$ cat src/rtl/pksrl_pkg.sv
// pksrl_pkg: shared types, constants and command/status structs of the rate limiter
`timescale 1ns / 1ps
package pksrl_pkg;

	localparam int TABLE_ENTRIES = 64;
	localparam int KEY_BYTES     = 8;
	localparam int SLOT_W        = $clog2(TABLE_ENTRIES);
	localparam int IDX_W         = SLOT_W + 1;
	localparam int KEY_W         = 64;
	localparam int LEN_W         = 4;
	localparam int CNT_W         = 16;
	localparam int RATE_W        = 32;
	localparam int DIV_CNT_W     = $clog2(RATE_W) + 1;
	localparam int ENTRY_W       = KEY_W + LEN_W + CNT_W;

	// operation codes
	localparam logic [1:0] OP_OPEN    = 2'd0;
	localparam logic [1:0] OP_CLOSE   = 2'd1;
	localparam logic [1:0] OP_REFRESH = 2'd2;

	// result status codes
	localparam logic [2:0] ST_PASS     = 3'd0;
	localparam logic [2:0] ST_RATE     = 3'd1;
	localparam logic [2:0] ST_REJECT   = 3'd2;
	localparam logic [2:0] ST_REDIRECT = 3'd3;
	localparam logic [2:0] ST_FULL     = 3'd4;
	localparam logic [2:0] ST_RELEASED = 3'd5;

	// configuration register indexes
	localparam logic [1:0] CFG_TOTAL_SPEED = 2'd0;
	localparam logic [1:0] CFG_MIN_RATE    = 2'd1;
	localparam logic [1:0] CFG_MAX_KEY     = 2'd2;
	localparam logic [1:0] CFG_FALLBACK    = 2'd3;

	typedef enum logic [3:0] {
		S_IDLE,
		S_DECIDE,
		S_SCAN,
		S_COMMIT,
		S_RDA,
		S_RDB,
		S_DIV,
		S_EMIT
	} state_t;

	typedef enum logic [2:0] {
		RES_ZERO,
		RES_FULL,
		RES_RELEASE,
		RES_DISABLED,
		RES_RATE
	} res_sel_t;

	typedef struct packed {
		logic     load;
		logic     scan_start;
		logic     scan;
		logic     rd_slot;
		logic     commit;
		logic     div_step;
		logic     res_load;
		res_sel_t res_sel;
	} dp_cmd_t;

	typedef struct packed {
		logic [1:0] op;
		logic       pass_open;
		logic       slot_valid;
		logic       speed_zero;
		logic       scan_done;
		logic       full;
		logic       div_done;
	} dp_stat_t;

endpackage

$ cat src/rtl/pksrl_ctrl.sv
// pksrl_ctrl: sequencing state machine for lookup, update, divide and result
`timescale 1ns / 1ps
module pksrl_ctrl (
	input  logic                 clk,
	input  logic                 arst_n,
	input  logic                 start,
	input  pksrl_pkg::dp_stat_t  stat,
	output pksrl_pkg::dp_cmd_t   cmd,
	output logic                 busy,
	output logic                 done
);

	pksrl_pkg::state_t state_q, state_nxt;

	always_ff @(posedge clk or negedge arst_n) begin
		if (!arst_n) begin
			state_q <= pksrl_pkg::S_IDLE;
		end else begin
			state_q <= state_nxt;
		end
	end

	// next state
	always_comb begin
		state_nxt = state_q;
		unique case (state_q)
			pksrl_pkg::S_IDLE: if (start) state_nxt = pksrl_pkg::S_DECIDE;
			pksrl_pkg::S_DECIDE: begin
				case (stat.op)
					pksrl_pkg::OP_OPEN:
						state_nxt = stat.pass_open ? pksrl_pkg::S_EMIT : pksrl_pkg::S_SCAN;
					pksrl_pkg::OP_CLOSE, pksrl_pkg::OP_REFRESH:
						state_nxt = stat.slot_valid ? pksrl_pkg::S_RDA : pksrl_pkg::S_EMIT;
					default: state_nxt = pksrl_pkg::S_EMIT;
				endcase
			end
			pksrl_pkg::S_SCAN:   if (stat.scan_done) state_nxt = pksrl_pkg::S_COMMIT;
			pksrl_pkg::S_COMMIT: state_nxt = stat.full ? pksrl_pkg::S_EMIT : pksrl_pkg::S_DIV;
			pksrl_pkg::S_RDA:    state_nxt = pksrl_pkg::S_RDB;
			pksrl_pkg::S_RDB:
				state_nxt = (stat.op == pksrl_pkg::OP_CLOSE || stat.speed_zero)
				            ? pksrl_pkg::S_EMIT : pksrl_pkg::S_DIV;
			pksrl_pkg::S_DIV:    if (stat.div_done) state_nxt = pksrl_pkg::S_EMIT;
			pksrl_pkg::S_EMIT:   state_nxt = pksrl_pkg::S_IDLE;
			default:             state_nxt = pksrl_pkg::S_IDLE;
		endcase
	end

	// commands
	always_comb begin
		cmd         = '0;
		cmd.res_sel = pksrl_pkg::RES_ZERO;
		unique case (state_q)
			pksrl_pkg::S_IDLE: cmd.load = start;
			pksrl_pkg::S_DECIDE: begin
				cmd.scan_start = 1'b1;
				if (!((stat.op == pksrl_pkg::OP_OPEN && !stat.pass_open)
				      || ((stat.op == pksrl_pkg::OP_CLOSE || stat.op == pksrl_pkg::OP_REFRESH)
				          && stat.slot_valid))) begin
					cmd.res_load = 1'b1;
				end
			end
			pksrl_pkg::S_SCAN: cmd.scan = 1'b1;
			pksrl_pkg::S_COMMIT: begin
				if (stat.full) begin
					cmd.res_load = 1'b1;
					cmd.res_sel  = pksrl_pkg::RES_FULL;
				end else begin
					cmd.commit = 1'b1;
				end
			end
			pksrl_pkg::S_RDA: cmd.rd_slot = 1'b1;
			pksrl_pkg::S_RDB: begin
				cmd.commit = 1'b1;
				if (stat.op == pksrl_pkg::OP_CLOSE) begin
					cmd.res_load = 1'b1;
					cmd.res_sel  = pksrl_pkg::RES_RELEASE;
				end else if (stat.speed_zero) begin
					cmd.res_load = 1'b1;
					cmd.res_sel  = pksrl_pkg::RES_DISABLED;
				end
			end
			pksrl_pkg::S_DIV: begin
				if (stat.div_done) begin
					cmd.res_load = 1'b1;
					cmd.res_sel  = pksrl_pkg::RES_RATE;
				end else begin
					cmd.div_step = 1'b1;
				end
			end
			default: ;
		endcase
	end

	assign busy = (state_q != pksrl_pkg::S_IDLE);
	assign done = (state_q == pksrl_pkg::S_EMIT);

	a_accept_busy: assert property (@(posedge clk) disable iff (!arst_n)
		start && !busy |=> busy) else $error("accepted transaction did not raise busy");
	a_done_idle: assert property (@(posedge clk) disable iff (!arst_n)
		done |=> !busy) else $error("controller not idle after result");
	a_div_end: assert property (@(posedge clk) disable iff (!arst_n)
		state_q == pksrl_pkg::S_DIV && stat.div_done |=> done)
		else $error("divide finished without a result");

endmodule

$ cat config.mk
export PLATFORM = sky130hd
export DESIGN_NAME = pksrl_ctrl
export DESIGN_NICKNAME = d
export VERILOG_FILES = /design/src/rtl/pksrl_pkg.sv /design/src/rtl/pksrl_ctrl.sv
export SDC_FILE = /design/constraint.sdc
export NUM_CORES = 1
export LEC_CHECK = 0
export BUFFER_PORTS_ARGS = -buffer_cell sky130_fd_sc_hd__buf_2
export CAP_MARGIN = 40
export CORE_AREA = 10 10 47 49
export DETAILED_ROUTE_END_ITERATION = 7
export DIE_AREA = 0 0 57 59
export GPL_TIMING_DRIVEN = 0
export PLACE_DENSITY = 0.6
export SYNTH_ARGS = -nofsm -noshare
export SYNTH_HDL_FRONTEND = slang
export SYNTH_SLANG_ARGS = --single-unit
export TNS_END_PERCENT = 1
$ cat constraint.sdc
create_clock -name clk -period 3.6 [get_ports clk]
set_input_delay 0.18 -clock clk [delete_from_list [all_inputs] [get_ports clk]]
set_output_delay 0.18 -clock clk [all_outputs]
set_load 0.005 [all_outputs]
==> flow_summary.yaml <==
synth:
  synth.largest_area_cell: "dfrtp_1"
  synth-seq-cells: 3
  syn_inst: 49
  syn-num-nets: 63
  synth_edf_count: 0
  syn_area_per_cell_um2: 7.89
  ys_seq_area_frac: 0.194
  synth_cell_types: 27
  synth-main-ff-cell: "dfrtp_1"
  netlist.area_leader.share: 0.194
  ys_top_cells_by_area: "dfrtp_1 (19%), ha_1 (9.7%), inv_1 (6.8%)"
  ys_warn_count: 0
  synth.cell_area_um2: 387
  ys_async_sr_fraction: 1.00
clock_tree:
  clock-sinks: 3
  cts-hold-fix-buffers: 1
  cts_tree: "yes"
  cts_setup_buffers: 0
  cts_buffers: 3
  htreeDepth: 1
  clock_insertion_delay_worst_skew_ns: 0.24
  path_clk_slew_ns: 0.04
  clock_path_buffers: 2
  ctsResizeCount: 0
  cts-root-buf: "clkbuf_4"
sta:
  hold_viol: 0
  drv_slew: 0
  tns_ns: 0
  min_period_over_period: 0.456
  setup_viol: 0
  relSlewSlack: 0.776
  fmax_mhz: 609
  clock_skew_ns: 0.00145
  setup_ws_ns: 1.96
  period_minus_slack_ns: 1.64
  rsz0062_at_grt: "no"
  tightestPinTransition_ns: 0.331
floorplan:
  rows: 14
  start_util: 0.276
  dieArea_um2: 3360
  io_pins: 23
  core_um2: 1400
  die_y_um: 59
  die_w_um: 57
routing:
  postRouteAntennaNets: 0
  wl_per_cell_um: 12.7
  vias_per_cell: 4.82
  drt_wl_total_mm: 1.17
  vias: 443
  dr.pass1.iters: 5
  drc: 0
  drt_iter0_markers: 2
min_path:
  hp-class: "in2async"
grt:
  grt_pass1_wl_mm: 1.90
  grtUsageMet3: 0.0258
  track_usage: 0.0715
  grt_pass1_vias: 461
  grt-busiest-layer: "met2"
  grt_use_met2: 0.110
  grt_use_met1: 0.0729
  grt_max_degree: 11
  grt-ovfl-total: 0
  antenna_found_initial: 0
layout:
  top_register: "state_q"
  largest_register_ffs: 3
  drive_gt1_frac: 0.408
  reg_top3: "state_q (3)"
  diodes: 0
  syn_to_final_growth_pct: 43.0
  nNetsFinal: 91
power_and_ir_drop:
  power_density_nw_per_um2: 715
  ir_worst_vdd_mv: 0.285
  p_leak_nw: 0.315
critical_path:
  crit_start: "state_q[2]$_DFFE_PN0P_"
  worst_setup_path_end_kind: "output pin"
  rr_worst_depth: 4
  r2r-start: "state_q[0]$_DFFE_PN0P_"
  cp_max_fo: 10
  setup.worst_path.end: "cmd[3]"
  r2r_slack_ns: 2.37
  r2r-end: "state_q[0]$_DFFE_PN0P_"
  crit_arrival_ns: 1.46
  start_kind: "flip-flop"
  critPathRequiredTime_ns: 3.42
  path_class: "reg2out"
place:
  globalplace.congestion: 0.751
  hpwl_um: 948
  dpl_worst_slack_ns: 2.20
  port_buffers: 22
run:
  max-cap-violations: 0
run_status:
  outcome: "completed"
[worst max-delay path, stage by stage, from the launching register on]
cell and delay (ns):
dfrtp_1 0.39, buf_6 0.15, nor2b_1 0.14, and3_4 0.18, a221o_1 0.24, buf_2 0.13
[synthesized netlist by cell type, types with 2 or more instances]
master and number:
a21oi_1 3, buf_6 2, dfrtp_1 3, ha_1 3, inv_1 7, nand2_1 2, nand2b_1 2, nor2_1 4
nor2b_1 2, nor3_1 3, or3_1 2
[worst min path at each step]
stage	end	depth (start not counted)	from
after floorplan	state_q[0]$_DFFE_PN0P_	0	arst_n
after global placement	state_q[1]$_DFFE_PN0P_	1	arst_n
after detailed placement	state_q[1]$_DFFE_PN0P_	1	arst_n
after CTS	state_q[0]$_DFFE_PN0P_	2	arst_n
after global routing	state_q[0]$_DFFE_PN0P_	2	arst_n
final	state_q[0]$_DFFE_PN0P_	2	arst_n
[placed cells by master, fill, tap and decap left out, drive strengths merged, types with 2 or more instances in the layout]
cell type	n
ha	3
dfrtp	3
nand2b	2
nor2	4
nor3	3
or3	2
buf	25
inv	8
clkbuf	4
nand2	2
nor2b	2
a21oi	3
[cell type report]
type | instances | area, µm²
Multi-Input combinational cell | 35 | 251
Clock buffer | 4 | 26.3
Inverter | 8 | 30.0
Sequential cell | 3 | 75.1
Fill cell | 159 | 848
Timing Repair Buffer | 23 | 120
Tap cell | 16 | 20.0
Buffer | 3 | 30.0
[cells by family (layout without fill, tap and decap cells)]
group,count (synthesis),count (layout),synth area share
buf+inv,11,38,0.155
compound gates,14,14,0.282
flops,3,3,0.194
fa+ha+maj,3,3,0.0971
simple gates,18,18,0.272
[routing by layer]
layer / vias up / share of wire / wire [µm]
met3: 0 / 0.059 / 69
met2: 15 / 0.50 / 583
met4: 0 / 0 / 0
li1: 229 / - / -
met1: 199 / 0.44 / 513
met5: - / 0 / 0
[stage by stage]
stage | total power, mW | utilization | cell area (µm²) | std cells | hold slack [ns]
2_1_floorplan | 0.249 | - | 387 | 49 | -0.116
3_3_place_gp | 0.333 | 0.369 | 517 | 87 | -0.0243
3_5_place_dp | 0.336 | 0.369 | 517 | 87 | -0.0239
4_1_cts | 0.398 | 0.395 | 553 | 92 | 0.274
5_1_grt | 0.429 | 0.395 | 553 | 92 | 0.298
6_report | 0.396 | 0.395 | 553 | 92 | 0.265
[where the power goes]
part / switching (mW) / internal (mW)
sequential: 0.0104 / 0.0514
combinational: 0.141 / 0.132
clock: 0.0196 / 0.0417
total: 0.171 / 0.225
Power figures use the tool's default switching activity.
